`config.mk`:
```
export PLATFORM = sky130hd
export DESIGN_NAME = period_to_compare_frequency_scaler
export DESIGN_NICKNAME = d
export VERILOG_FILES = /design/src/rtl/core/pfs_pkg.sv /design/src/rtl/core/pfs_cfg.sv /design/src/rtl/core/pfs_dp.sv /design/src/rtl/core/pfs_ctrl.sv /design/src/rtl/core/period_to_compare_frequency_scaler.sv
export SDC_FILE = /design/constraint.sdc
export NUM_CORES = 2
export LEC_CHECK = 0
export BUFFER_PORTS_ARGS = -buffer_cell sky130_fd_sc_hd__buf_4
export CAP_MARGIN = 20
export CELL_PAD_IN_SITES_DETAIL_PLACEMENT = 0
export CELL_PAD_IN_SITES_GLOBAL_PLACEMENT = 1
export CORE_MARGIN = 1
export CORE_UTILIZATION = 25
export DETAILED_ROUTE_END_ITERATION = 10
export PLACE_DENSITY_LB_ADDON = 0.1
export SLEW_MARGIN = 10
export SYNTH_ARGS = -nofsm -noshare
export SYNTH_HDL_FRONTEND = slang
export SYNTH_HIERARCHICAL = 1
export SYNTH_SLANG_ARGS = --single-unit
```
`constraint.sdc`:
```
create_clock -name clock -period 6.4 [get_ports clock]
set_input_delay 0.64 -clock clock [delete_from_list [all_inputs] [get_ports clock]]
set_output_delay 0.64 -clock clock [all_outputs]
set_load 0.02 [all_outputs]
```
`src/rtl/core/pfs_pkg.sv`:
```
`default_nettype none

package pfs_pkg;

   // Field widths
   localparam int unsigned OVF_W    = 16;
   localparam int unsigned TS_W     = 32;
   localparam int unsigned PRE_W    = 11;
   localparam int unsigned RATIO_W  = 4;
   localparam int unsigned SHIFT_W  = 4;
   localparam int unsigned CMP_W    = 8;
   localparam int unsigned IDX_W    = 3;
   localparam int unsigned STAT_W   = 2;
   localparam int unsigned CSR_IX_W = 3;
   localparam int unsigned CSR_D_W  = 11;

   // prescale * period, then * denominator
   localparam int unsigned PROD1_W   = PRE_W + TS_W;
   localparam int unsigned PROD2_W   = PROD1_W + RATIO_W;
   localparam int unsigned DIV_STEPS = PROD2_W;
   localparam int unsigned CNT_W     = $clog2(DIV_STEPS);

   // Register indexes
   localparam logic [CSR_IX_W-1:0] CSR_RATIO_NUM   = 3'd0;
   localparam logic [CSR_IX_W-1:0] CSR_RATIO_DEN   = 3'd1;
   localparam logic [CSR_IX_W-1:0] CSR_IN_PRESCALE = 3'd2;
   localparam logic [CSR_IX_W-1:0] CSR_SMOOTH_SH   = 3'd3;
   localparam logic [CSR_IX_W-1:0] CSR_CMP_MIN     = 3'd4;
   localparam logic [CSR_IX_W-1:0] CSR_CMP_MAX     = 3'd5;

   // Register reset values
   localparam logic [RATIO_W-1:0] RST_RATIO_NUM   = 4'd6;
   localparam logic [RATIO_W-1:0] RST_RATIO_DEN   = 4'd5;
   localparam logic [PRE_W-1:0]   RST_IN_PRESCALE = 11'd8;
   localparam logic [SHIFT_W-1:0] RST_SMOOTH_SH   = 4'd3;
   localparam logic [CMP_W-1:0]   RST_CMP_MIN     = 8'd10;
   localparam logic [CMP_W-1:0]   RST_CMP_MAX     = 8'd250;

   // Fit status codes
   localparam logic [STAT_W-1:0] STATUS_FIT      = 2'd0;
   localparam logic [STAT_W-1:0] STATUS_MIN      = 2'd1;
   localparam logic [STAT_W-1:0] STATUS_FALLBACK = 2'd2;

   localparam logic OP_OVERFLOW = 1'b0;
   localparam logic OP_CAPTURE  = 1'b1;

   typedef struct packed {
      logic [RATIO_W-1:0] ratio_numerator;
      logic [RATIO_W-1:0] ratio_denominator;
      logic [PRE_W-1:0]   input_prescale;
      logic [SHIFT_W-1:0] smoothing_shift;
      logic [CMP_W-1:0]   compare_min;
      logic [CMP_W-1:0]   compare_max;
   } cfg_type;

   typedef struct packed {
      logic             take;
      logic             avg_update;
      logic             mul1;
      logic             mul2;
      logic             div_step;
      logic             scan_step;
      logic [IDX_W-1:0] scan_idx;
      logic             scan_last;
      logic             load_out;
   } cmd_type;

   typedef struct packed {
      logic capture;
      logic dt_zero;
      logic avg_zero;
      logic fit;
   } sts_type;

   // Right shift taking the quotient for num down to 2*p*num:
   // p = 1,8,32,64,128,256,1024 -> 1 + log2(p)
   function automatic logic [SHIFT_W-1:0] scan_shift(input logic [IDX_W-1:0] idx);
      logic [SHIFT_W-1:0] sh;
      unique case (idx)
         3'd0:    sh = 4'd1;
         3'd1:    sh = 4'd4;
         3'd2:    sh = 4'd6;
         3'd3:    sh = 4'd7;
         3'd4:    sh = 4'd8;
         3'd5:    sh = 4'd9;
         default: sh = 4'd11;
      endcase
      return sh;
   endfunction

endpackage

`default_nettype wire

```
`src/rtl/core/pfs_cfg.sv`:
```
`default_nettype none

module pfs_cfg (
   input  wire logic                             clock,
   input  wire logic                             reset,
   input  wire logic                             csr_valid,
   output logic                                  csr_ready,
   input  wire logic [pfs_pkg::CSR_IX_W-1:0]     csr_index,
   input  wire logic [pfs_pkg::CSR_D_W-1:0]      csr_wdata,
   output pfs_pkg::cfg_type                      cfg
);
   import pfs_pkg::*;

   cfg_type cfg_ff, cfg_in;

   assign csr_ready = 1'b1;
   assign cfg       = cfg_ff;

   always_comb begin
      cfg_in = cfg_ff;
      if (csr_valid) begin
         unique case (csr_index)
            CSR_RATIO_NUM:   cfg_in.ratio_numerator   = csr_wdata[RATIO_W-1:0];
            CSR_RATIO_DEN:   cfg_in.ratio_denominator = csr_wdata[RATIO_W-1:0];
            CSR_IN_PRESCALE: cfg_in.input_prescale    = csr_wdata[PRE_W-1:0];
            CSR_SMOOTH_SH:   cfg_in.smoothing_shift   = csr_wdata[SHIFT_W-1:0];
            CSR_CMP_MIN:     cfg_in.compare_min       = csr_wdata[CMP_W-1:0];
            CSR_CMP_MAX:     cfg_in.compare_max       = csr_wdata[CMP_W-1:0];
            default:         cfg_in = cfg_ff;
         endcase
      end
   end

   always_ff @(posedge clock) begin
      if (reset) begin
         cfg_ff.ratio_numerator   <= RST_RATIO_NUM;
         cfg_ff.ratio_denominator <= RST_RATIO_DEN;
         cfg_ff.input_prescale    <= RST_IN_PRESCALE;
         cfg_ff.smoothing_shift   <= RST_SMOOTH_SH;
         cfg_ff.compare_min       <= RST_CMP_MIN;
         cfg_ff.compare_max       <= RST_CMP_MAX;
      end else begin
         cfg_ff <= cfg_in;
      end
   end

endmodule

`default_nettype wire

```
`src/rtl/core/pfs_dp.sv`:
```
`default_nettype none

module pfs_dp (
   input  wire logic                           clock,
   input  wire logic                           reset,
   input  wire pfs_pkg::cfg_type               cfg,
   input  wire pfs_pkg::cmd_type               cmd,
   output pfs_pkg::sts_type                    sts,
   input  wire logic                           req_opcode,
   input  wire logic [pfs_pkg::OVF_W-1:0]      req_capture_count,
   output logic [pfs_pkg::IDX_W-1:0]           rsp_prescaler_index,
   output logic [pfs_pkg::CMP_W-1:0]           rsp_compare_value,
   output logic [pfs_pkg::STAT_W-1:0]          rsp_fit_status,
   output logic [pfs_pkg::TS_W-1:0]            rsp_smoothed_period
);
   import pfs_pkg::*;

   // Architectural state
   logic [OVF_W-1:0]   ovf_ff, ovf_in;
   logic [TS_W-1:0]    last_ts_ff, last_ts_in;
   logic [TS_W-1:0]    avg_ff, avg_in;

   // Working registers
   logic [TS_W-1:0]    dt_ff, dt_in;
   logic [PROD1_W-1:0] prod1_ff, prod1_in;
   logic [PROD2_W-1:0] div_ff, div_in;      // dividend in, quotient out
   logic [RATIO_W-1:0] rem_ff, rem_in;
   logic               low0_ff, low0_in;
   logic [IDX_W-1:0]   cand_idx_ff, cand_idx_in;
   logic [CMP_W-1:0]   cand_cmp_ff, cand_cmp_in;
   logic [STAT_W-1:0]  cand_stat_ff, cand_stat_in;
   logic [IDX_W-1:0]   out_idx_ff;
   logic [CMP_W-1:0]   out_cmp_ff;
   logic [STAT_W-1:0]  out_stat_ff;
   logic [TS_W-1:0]    out_avg_ff;

   logic [TS_W-1:0]    now_ts;
   logic [TS_W-1:0]    diff;
   logic [TS_W-1:0]    diff_sh;
   logic [RATIO_W:0]   rem_trial;
   logic               rem_ge;
   logic [PROD2_W-1:0] q_s;
   logic [PROD2_W-1:0] v_s;
   logic               v_narrow;
   logic               v_fit;
   logic               v_low;
   logic               low_sel;

   assign now_ts  = {ovf_ff, req_capture_count};
   assign diff    = dt_ff - avg_ff;
   assign diff_sh = TS_W'($signed(diff) >>> cfg.smoothing_shift);

   // Restoring divide step: one quotient bit per cycle
   assign rem_trial = {rem_ff, div_ff[PROD2_W-1]};
   assign rem_ge    = rem_trial >= {1'b0, cfg.ratio_numerator};

   // Candidate compare value for the prescaler under scan
   assign q_s      = div_ff >> scan_shift(cmd.scan_idx);
   assign v_s      = (q_s == '0) ? '0 : q_s - PROD2_W'(1);
   assign v_narrow = (v_s[PROD2_W-1:CMP_W] == '0);
   assign v_fit    = v_narrow && (v_s[CMP_W-1:0] >= cfg.compare_min)
                              && (v_s[CMP_W-1:0] <= cfg.compare_max);
   assign v_low    = (q_s == '0) || (v_narrow && (v_s[CMP_W-1:0] < cfg.compare_min));
   assign low_sel  = (cmd.scan_idx == '0) ? v_low : low0_ff;

   assign sts.capture  = (req_opcode == OP_CAPTURE);
   assign sts.dt_zero  = (dt_ff == '0);
   assign sts.avg_zero = (avg_ff == '0);
   assign sts.fit      = v_fit;

   always_comb begin
      ovf_in       = ovf_ff;
      last_ts_in   = last_ts_ff;
      avg_in       = avg_ff;
      dt_in        = dt_ff;
      prod1_in     = prod1_ff;
      div_in       = div_ff;
      rem_in       = rem_ff;
      low0_in      = low0_ff;
      cand_idx_in  = cand_idx_ff;
      cand_cmp_in  = cand_cmp_ff;
      cand_stat_in = cand_stat_ff;

      if (cmd.take) begin
         if (req_opcode == OP_OVERFLOW) begin
            ovf_in = ovf_ff + OVF_W'(1);
         end else begin
            dt_in      = now_ts - last_ts_ff;
            last_ts_in = now_ts;
         end
      end

      if (cmd.avg_update) begin
         avg_in = (avg_ff == '0) ? dt_ff : avg_ff + diff_sh;
      end

      if (cmd.mul1) begin
         prod1_in = PROD1_W'(cfg.input_prescale) * PROD1_W'(avg_ff);
      end

      if (cmd.mul2) begin
         div_in = PROD2_W'(prod1_ff) * PROD2_W'(cfg.ratio_denominator);
         rem_in = '0;
      end

      // A zero numerator sets every quotient bit: saturated quotient
      if (cmd.div_step) begin
         div_in = {div_ff[PROD2_W-2:0], rem_ge};
         rem_in = rem_ge ? RATIO_W'(rem_trial - {1'b0, cfg.ratio_numerator})
                         : rem_trial[RATIO_W-1:0];
      end

      if (cmd.scan_step) begin
         if (cmd.scan_idx == '0) begin
            low0_in = v_low;
         end
         if (v_fit) begin
            cand_idx_in  = cmd.scan_idx;
            cand_cmp_in  = v_s[CMP_W-1:0];
            cand_stat_in = STATUS_FIT;
         end else if (cmd.scan_last) begin
            if (low_sel) begin
               cand_idx_in  = '0;
               cand_cmp_in  = cfg.compare_min;
               cand_stat_in = STATUS_MIN;
            end else begin
               cand_idx_in  = cmd.scan_idx;
               cand_cmp_in  = (v_narrow && (v_s[CMP_W-1:0] <= cfg.compare_max))
                              ? v_s[CMP_W-1:0] : cfg.compare_max;
               cand_stat_in = STATUS_FALLBACK;
            end
         end
      end
   end

   always_ff @(posedge clock) begin
      if (reset) begin
         ovf_ff     <= '0;
         last_ts_ff <= '0;
         avg_ff     <= '0;
      end else begin
         ovf_ff     <= ovf_in;
         last_ts_ff <= last_ts_in;
         avg_ff     <= avg_in;
      end
   end

   always_ff @(posedge clock) begin
      dt_ff        <= dt_in;
      prod1_ff     <= prod1_in;
      div_ff       <= div_in;
      rem_ff       <= rem_in;
      low0_ff      <= low0_in;
      cand_idx_ff  <= cand_idx_in;
      cand_cmp_ff  <= cand_cmp_in;
      cand_stat_ff <= cand_stat_in;
      if (cmd.load_out) begin
         out_idx_ff  <= cand_idx_ff;
         out_cmp_ff  <= cand_cmp_ff;
         out_stat_ff <= cand_stat_ff;
         out_avg_ff  <= avg_ff;
      end
   end

   assign rsp_prescaler_index = out_idx_ff;
   assign rsp_compare_value   = out_cmp_ff;
   assign rsp_fit_status      = out_stat_ff;
   assign rsp_smoothed_period = out_avg_ff;

endmodule

`default_nettype wire

```
`src/rtl/core/pfs_ctrl.sv`:
```
`default_nettype none

module pfs_ctrl #(
   parameter int unsigned PRESCALER_COUNT = 7
) (
   input  wire logic        clock,
   input  wire logic        reset,
   input  wire logic        req_valid,
   output logic             req_stall,
   output logic             rsp_valid,
   input  wire logic        rsp_stall,
   input  wire pfs_pkg::sts_type sts,
   output pfs_pkg::cmd_type cmd
);
   import pfs_pkg::*;

   localparam logic [2:0] ST_IDLE = 3'd0;
   localparam logic [2:0] ST_AVG  = 3'd1;
   localparam logic [2:0] ST_MUL1 = 3'd2;
   localparam logic [2:0] ST_MUL2 = 3'd3;
   localparam logic [2:0] ST_DIV  = 3'd4;
   localparam logic [2:0] ST_SCAN = 3'd5;
   localparam logic [2:0] ST_LOAD = 3'd6;

   localparam logic [CNT_W-1:0] DIV_LAST  = CNT_W'(DIV_STEPS - 1);
   localparam logic [IDX_W-1:0] SCAN_LAST = IDX_W'(PRESCALER_COUNT - 1);

   logic [2:0]       state_ff, state_in;
   logic [CNT_W-1:0] cnt_ff, cnt_in;
   logic             rsp_valid_ff, rsp_valid_in;
   logic             out_free;

   assign out_free  = !rsp_valid_ff || !rsp_stall;
   assign req_stall = (state_ff != ST_IDLE);
   assign rsp_valid = rsp_valid_ff;

   always_comb begin
      state_in      = state_ff;
      cnt_in        = cnt_ff;
      cmd           = '0;
      cmd.scan_idx  = cnt_ff[IDX_W-1:0];
      cmd.scan_last = (cnt_ff[IDX_W-1:0] == SCAN_LAST);

      unique case (state_ff)
         ST_IDLE: begin
            cmd.take = req_valid;
            if (req_valid && sts.capture) begin
               state_in = ST_AVG;
            end
         end
         ST_AVG: begin
            cmd.avg_update = !sts.dt_zero;
            state_in       = sts.dt_zero ? ST_IDLE : ST_MUL1;
         end
         ST_MUL1: begin
            cmd.mul1 = !sts.avg_zero;
            state_in = sts.avg_zero ? ST_IDLE : ST_MUL2;
         end
         ST_MUL2: begin
            cmd.mul2 = 1'b1;
            cnt_in   = '0;
            state_in = ST_DIV;
         end
         ST_DIV: begin
            cmd.div_step = 1'b1;
            if (cnt_ff == DIV_LAST) begin
               cnt_in   = '0;
               state_in = ST_SCAN;
            end else begin
               cnt_in = cnt_ff + CNT_W'(1);
            end
         end
         ST_SCAN: begin
            cmd.scan_step = 1'b1;
            if (sts.fit || cmd.scan_last) begin
               state_in = ST_LOAD;
            end else begin
               cnt_in = cnt_ff + CNT_W'(1);
            end
         end
         ST_LOAD: begin
            cmd.load_out = out_free;
            if (out_free) begin
               state_in = ST_IDLE;
            end
         end
         default: begin
            state_in = ST_IDLE;
         end
      endcase

      rsp_valid_in = cmd.load_out || (rsp_valid_ff && rsp_stall);
   end

   always_ff @(posedge clock) begin
      if (reset) begin
         state_ff     <= ST_IDLE;
         cnt_ff       <= '0;
         rsp_valid_ff <= 1'b0;
      end else begin
         state_ff     <= state_in;
         cnt_ff       <= cnt_in;
         rsp_valid_ff <= rsp_valid_in;
      end
   end

`ifndef SYNTHESIS
   a_rsp_from_load: assert property (@(posedge clock) disable iff (reset)
      $rose(rsp_valid_ff) |-> $past(state_ff) == ST_LOAD)
      else $error("result raised outside load");

   a_load_done: assert property (@(posedge clock) disable iff (reset)
      (state_ff == ST_LOAD && out_free) |=> (state_ff == ST_IDLE && rsp_valid_ff))
      else $error("load did not deliver result");

   a_scan_range: assert property (@(posedge clock) disable iff (reset)
      state_ff == ST_SCAN |-> cnt_ff < CNT_W'(PRESCALER_COUNT))
      else $error("scan index out of range");

   a_div_to_scan: assert property (@(posedge clock) disable iff (reset)
      (state_ff == ST_DIV && cnt_ff == DIV_LAST) |=> (state_ff == ST_SCAN && cnt_ff == '0))
      else $error("divide did not hand over to scan");
`endif

endmodule

`default_nettype wire

```
`src/rtl/core/period_to_compare_frequency_scaler.sv`:
```
// Channel | Direction | Handshake              | Payload
// req     | in        | req_valid / req_stall  | opcode, capture_count
// rsp     | out       | rsp_valid / rsp_stall  | prescaler_index, compare_value,
//         |           |                        | fit_status, smoothed_period
// csr     | in        | csr_valid / csr_ready  | index, wdata (ready always high)
//
// Overflow transaction: no result.
// Capture transaction: ends in the average state when the period is zero, in the
//   first multiply state when the new average is zero; else take, average, two multiply
//   stages, a restoring divide of the 47-bit product (one quotient bit per cycle),
//   a scan of up to PRESCALER_COUNT prescalers, one load.
// Synchronous active-high reset; no clearing pass.
// A finished result sits in the output register while the next transaction
//   is taken; a new result waits in the load state while rsp_stall holds it.
`default_nettype none

module period_to_compare_frequency_scaler #(
   parameter int unsigned PRESCALER_COUNT = 7
) (
   input  wire logic                             clock,
   input  wire logic                             reset,
   // request channel
   input  wire logic                             req_valid,
   output logic                                  req_stall,
   input  wire logic                             req_opcode,
   input  wire logic [pfs_pkg::OVF_W-1:0]        req_capture_count,
   // result channel
   output logic                                  rsp_valid,
   input  wire logic                             rsp_stall,
   output logic [pfs_pkg::IDX_W-1:0]             rsp_prescaler_index,
   output logic [pfs_pkg::CMP_W-1:0]             rsp_compare_value,
   output logic [pfs_pkg::STAT_W-1:0]            rsp_fit_status,
   output logic [pfs_pkg::TS_W-1:0]              rsp_smoothed_period,
   // register write channel
   input  wire logic                             csr_valid,
   output logic                                  csr_ready,
   input  wire logic [pfs_pkg::CSR_IX_W-1:0]     csr_index,
   input  wire logic [pfs_pkg::CSR_D_W-1:0]      csr_wdata
);
   import pfs_pkg::*;

   cfg_type cfg;   // live register values
   cmd_type cmd;   // controller -> datapath
   sts_type sts;   // datapath -> controller

   pfs_cfg u_cfg (
      .clock     (clock),
      .reset     (reset),
      .csr_valid (csr_valid),
      .csr_ready (csr_ready),
      .csr_index (csr_index),
      .csr_wdata (csr_wdata),
      .cfg       (cfg)
   );

   // Sequencer: one transaction in flight, scan bounded by PRESCALER_COUNT
   pfs_ctrl #(
      .PRESCALER_COUNT (PRESCALER_COUNT)
   ) u_ctrl (
      .clock     (clock),
      .reset     (reset),
      .req_valid (req_valid),
      .req_stall (req_stall),
      .rsp_valid (rsp_valid),
      .rsp_stall (rsp_stall),
      .sts       (sts),
      .cmd       (cmd)
   );

   // Timestamp, average, multiply, divide, scan and output register.
   // The quotient is taken once against num; each prescaler is a shift of it.
   pfs_dp u_dp (
      .clock               (clock),
      .reset               (reset),
      .cfg                 (cfg),
      .cmd                 (cmd),
      .sts                 (sts),
      .req_opcode          (req_opcode),
      .req_capture_count   (req_capture_count),
      .rsp_prescaler_index (rsp_prescaler_index),
      .rsp_compare_value   (rsp_compare_value),
      .rsp_fit_status      (rsp_fit_status),
      .rsp_smoothed_period (rsp_smoothed_period)
   );

endmodule

`default_nettype wire

```
==> impl.org <==
** Timing
- Max Transition Viols Final :: 0
- Achievable Freq :: between 150 and 200 MHz
- RSZ-0062 raised after global routing :: yes
- Worst Max-Slew Pin Slew :: ~0.91 ns
- Fin Clk Skew :: 0.0213 ns
- Final worst hold slack :: 0.262 ns
- Setup violations remaining at the end of the flow were counted as 0.
- Hold violation count in the final report :: 0
- Worst path setup slack after routing :: 0.117 ns
- Measured against its own limit, the worst slew margin works out to 39.5%.
- The final critical path takes up 98.2% of the cycle.
- For the finished layout, the period the worst path requires is 6.28 ns.

** Global route
- Via count of the first global-routing pass :: 32516
- The first global-routing pass estimated 206000 um of wire.
- Total grt overflow :: 0
- Initial antenna violation count :: 4
- Entering global routing, the biggest net connects 73 pins.
- GRT Overall Usage :: 17.6%

** Yosys
- Number of warnings printed during yosys synthesis :: 6
- Portion of synthesized cell area occupied by the leading cell type :: between 10% and 20%
- Post-synthesis async set-or-reset flop share :: 0%
- The largest total area in the synthesized netlist belongs to fa_1.
- In this run, synthesis produced a sequential element count of roughly 310.
- Top flip-flop cell by instance count after synthesis :: edfxtp_1
- Synthesis produced 4265 cells.
- Post-synthesis instance area :: approximately 38000 sq um
- Synthesis produced a netlist with a net count of roughly 5000.
- Unique cell type count in the Yosys netlist :: 115
- By area the synthesized netlist is led by fa_1 (19%), edfxtp_1 (15%), ha_1 (8.3%).
- Sequential fraction of the synthesis area :: between 20 and 25%
- Mean instance size in the synthesized netlist :: about 9 sq um
- Yosys mapped a number of flops with a built-in enable equal to 185.

** Clock network
- TritonCTS built the clock tree.
- After clock tree synthesis, the flow added hold-fix buffers numbering 0.
- The H-tree generated during clock tree synthesis spans 2 levels.
- Clock-pin slew was measured on the worst setup and hold paths at 0.07 ns.
- Clock latency on the worst-skew pair, taken at its later pin, is 0.64 ns.
- CTS placed an instance of clkbuf_16 at the clock tree root.
- CTS saw 314 sinks.
- In this run the deepest clock path goes through 3 buffers.
- Clock tree synthesis inserted a total of 45 buffers.

** Routing
- The detail route stage leaves a number of antenna-violating nets equal to 0.
- The final layout contains routed wiring with a total length of roughly 140000 um.
- Count of routing violations after the opening detailed-route iteration :: 1363
- Detailed routing inserted a total of 31417 vias.
- In the routed layout, each cell is associated on average with a via count of 4.69.
- DR pass1 iterations :: 7
- In the final routed layout, each cell accounts on average for 20.2 um.
- In the routed design, unresolved DRC markers number 0.

** Final layout
- Area growth, synth to finish :: 22.6%
- The library cell used most frequently in the layout, excluding fill and tap cells, is nand2_1.
- Number of inserted filler cells in the final layout :: 16030
- Net total in the final layout :: around 5300
- Most used cells in the layout excluding fill and tap cells :: nand2_1 (612), buf_4 (509), inv_1 (387)
- In the final layout, the share of cells above drive strength 1 is 19.8%.
- The finished layout holds 6695 standard cells, fillers aside.
- Utilization of the core after routing :: between 30% and 40%

** Die
- I/O pin count :: 84
- Die width :: 390 um
- Core Region :: between 100000 and 150000 sq um
- The initial utilization of the core area, before any placement, comes to 25.2%.
- After floorplanning, the core was divided into about 140 placement rows.
- Height of the die :: 390 um
- The floorplan step defined a die boundary enclosing 152000 sq um.

** Placement
- Prior to clock tree synthesis, the placed netlist has a worst setup slack of -0.759 ns.
- Routability-driven placement congestion ratio :: between 0.8 and 0.9
- Port buffering added just over 80 buffers.
- Estimated wirelength of the detail-placed design :: 107000 um
- Instance count after placement with tap cells included :: 6553

** Setup path
- Req. time, crit path :: 6.77 ns
- Category of the worst setup path capture point :: register
- Buffer and inverter count on the worst path :: 4
- Family of cells with the greatest summed delay on the critical path :: adder cells
- Highest net fanout along the worst path :: 3
- CP cell instances :: buf_6 -> buf_4 -> nand2_1 -> fa_2 -> fa_1 -> fa_1 -> fa_1 -> fa_1 -> inv_2 -> ha_4 -> and3_4 -> a221o_1 -> a21oi_4 -> a21boi_2 -> o21ai_2 -> nand4_1 -> a31oi_4 -> a41oi_4 -> a21oi_4 -> a2111oi_4 -> buf_4 -> o21bai_1 -> a21oi_1 -> xnor2_1
- The critical path is of the reg -> reg type.
- At the worst endpoint, the arrival time is between 6 and 7 ns.
- The largest single stage delay on the critical path is 0.58 ns.
- Among all stages on the critical path, the largest delay is contributed by fa_1.
- Among the stages of the critical path, the cell type that occurs most often is fa_1.
- Critical Path Start Type :: register
- The setup check on the worst reg-to-reg path leaves a slack of 0.12 ns.

** Power and ir drop
- Post-layout power :: 20000 uW
- LEAKAGE :: 0.0181 uW
- Worst supply voltage drop on vdd :: 0.213 mV
- Dividing total power by cell area gives a power density of 433 nW/um^2.

** Hold path
- The min-delay analysis places its worst path in the category in -> reg.

** Run status
- Result of the run :: complete, no violations

** Flow run
- Across the run, the number of max-cap violations was 0.
## state kept, by name, indices dropped and copies added (netlist names)
signal	cells
u_dp/rem_ff	4
u_ctrl/cnt_ff	6
u_dp/last_ts_ff	32
u_dp/rsp_smoothed_period	32
u_cfg/cfg	39
u_dp/rsp_prescaler_index	3
u_dp/cand_idx_ff	3
u_dp/prod1_ff	43
u_ctrl/state_ff	3
u_dp/cand_stat_ff	2
u_dp/avg_ff	32
u_dp/low0_ff	1
u_dp/rsp_fit_status	2
u_dp/ovf_ff	16
u_dp/cand_cmp_ff	8
u_dp/dt_ff	32
u_dp/div_ff	47
u_ctrl/rsp_valid	1
u_dp/rsp_compare_value	8
## worst paths after layout
path,from,to,cells past startpoint
worst min register to register,u_dp/cand_idx_ff[0],u_dp/rsp_prescaler_index[0],0
worst min-delay path,req_capture_count[11],u_dp/last_ts_ff[11],3
worst max-delay path,u_cfg/cfg[24],u_dp/prod1_ff[42],24
worst max register to register,u_cfg/cfg[24],u_dp/prod1_ff[42],24
## cell families after synthesis
family          count (synthesis)  synth area share [%]
other cells                     1               0.00996
compound gates                854                  14.8
xor+xnor                      175                  4.09
buf+inv                       633                  6.97
fa+ha+maj                     604                  27.2
mux                           188                  5.70
simple gates                 1496                  19.7
flops                         314                  21.6
## per-stage QoR
step | instance area (sq um) | TNS, ns
after floorplan | 37600 | 0
final | 46200 | 0
after global routing | 46100 | -1.11
after global placement | 43100 | -10.23
after CTS | 45400 | -0.0857
after detailed placement | 43100 | -9.20
## layout make-up
type | count | area, sq um | share of cell area (%)
multi-input cells | 3318 | 27800 | 60.2
flip-flops and latches | 314 | 8200 | 17.8
repair buffers | 556 | 4610 | 10.0
well taps | 2016 | 2520 | 5.47
inverters | 404 | 1520 | 3.30
clock buffers | 59 | 1250 | 2.71
clock inverters | 25 | 253 | 0.548
diodes | 3 | 7.51 | 0.0163
## timing repair
item                                    4_1_cts  5_1_grt
cloned                                        0        1
gates resized for setup                     138      150
setup buffers                                27       30
pin swaps                                    54       88
endpoints found under the setup margin       25       25
## tightest hold or removal path: stages
cell     delay [ns]
buf_4          0.12
nand2_1        0.05
a21oi_1        0.05
## synth_stat cells (25+ instances only)
cell type  number
a211oi_1       57
a21o_1         59
a21oi_1       242
a31oi_1        30
and2_1        196
and3_1         29
buf_2          26
clkbuf_1      154
dfxtp_1       129
edfxtp_1      185
fa_1          355
ha_1          249
inv_1         399
mux2_2         30
mux2i_1       133
nand2_1       619
nand2b_1       84
nand3_1        42
nand4_1        31
nor2_1        224
nor2b_1        43
nor3_1         59
nor4_1         25
o211ai_1       38
o21a_1         43
o21ai_0       195
or3_1          31
xnor2_1       108
xor2_1         66
## metal layers
layer | up-vias | wire length (um) | track usage, %
met2 | 352 | 64900 | 29.7
met1 | 15596 | 64900 | 24.2
li1 | 15347 | - | -
met4 | 0 | 2550 | 3.94
met5 | - | 0 | 0
met3 | 122 | 2890 | 1.37
## report_power, final
part           internal (uW)  switching [uW]
Clock                   1480            1120
Sequential              2810             604
Combinational           6270            7680
Total                  10600            9400
(Power assumes the default switching activity.)
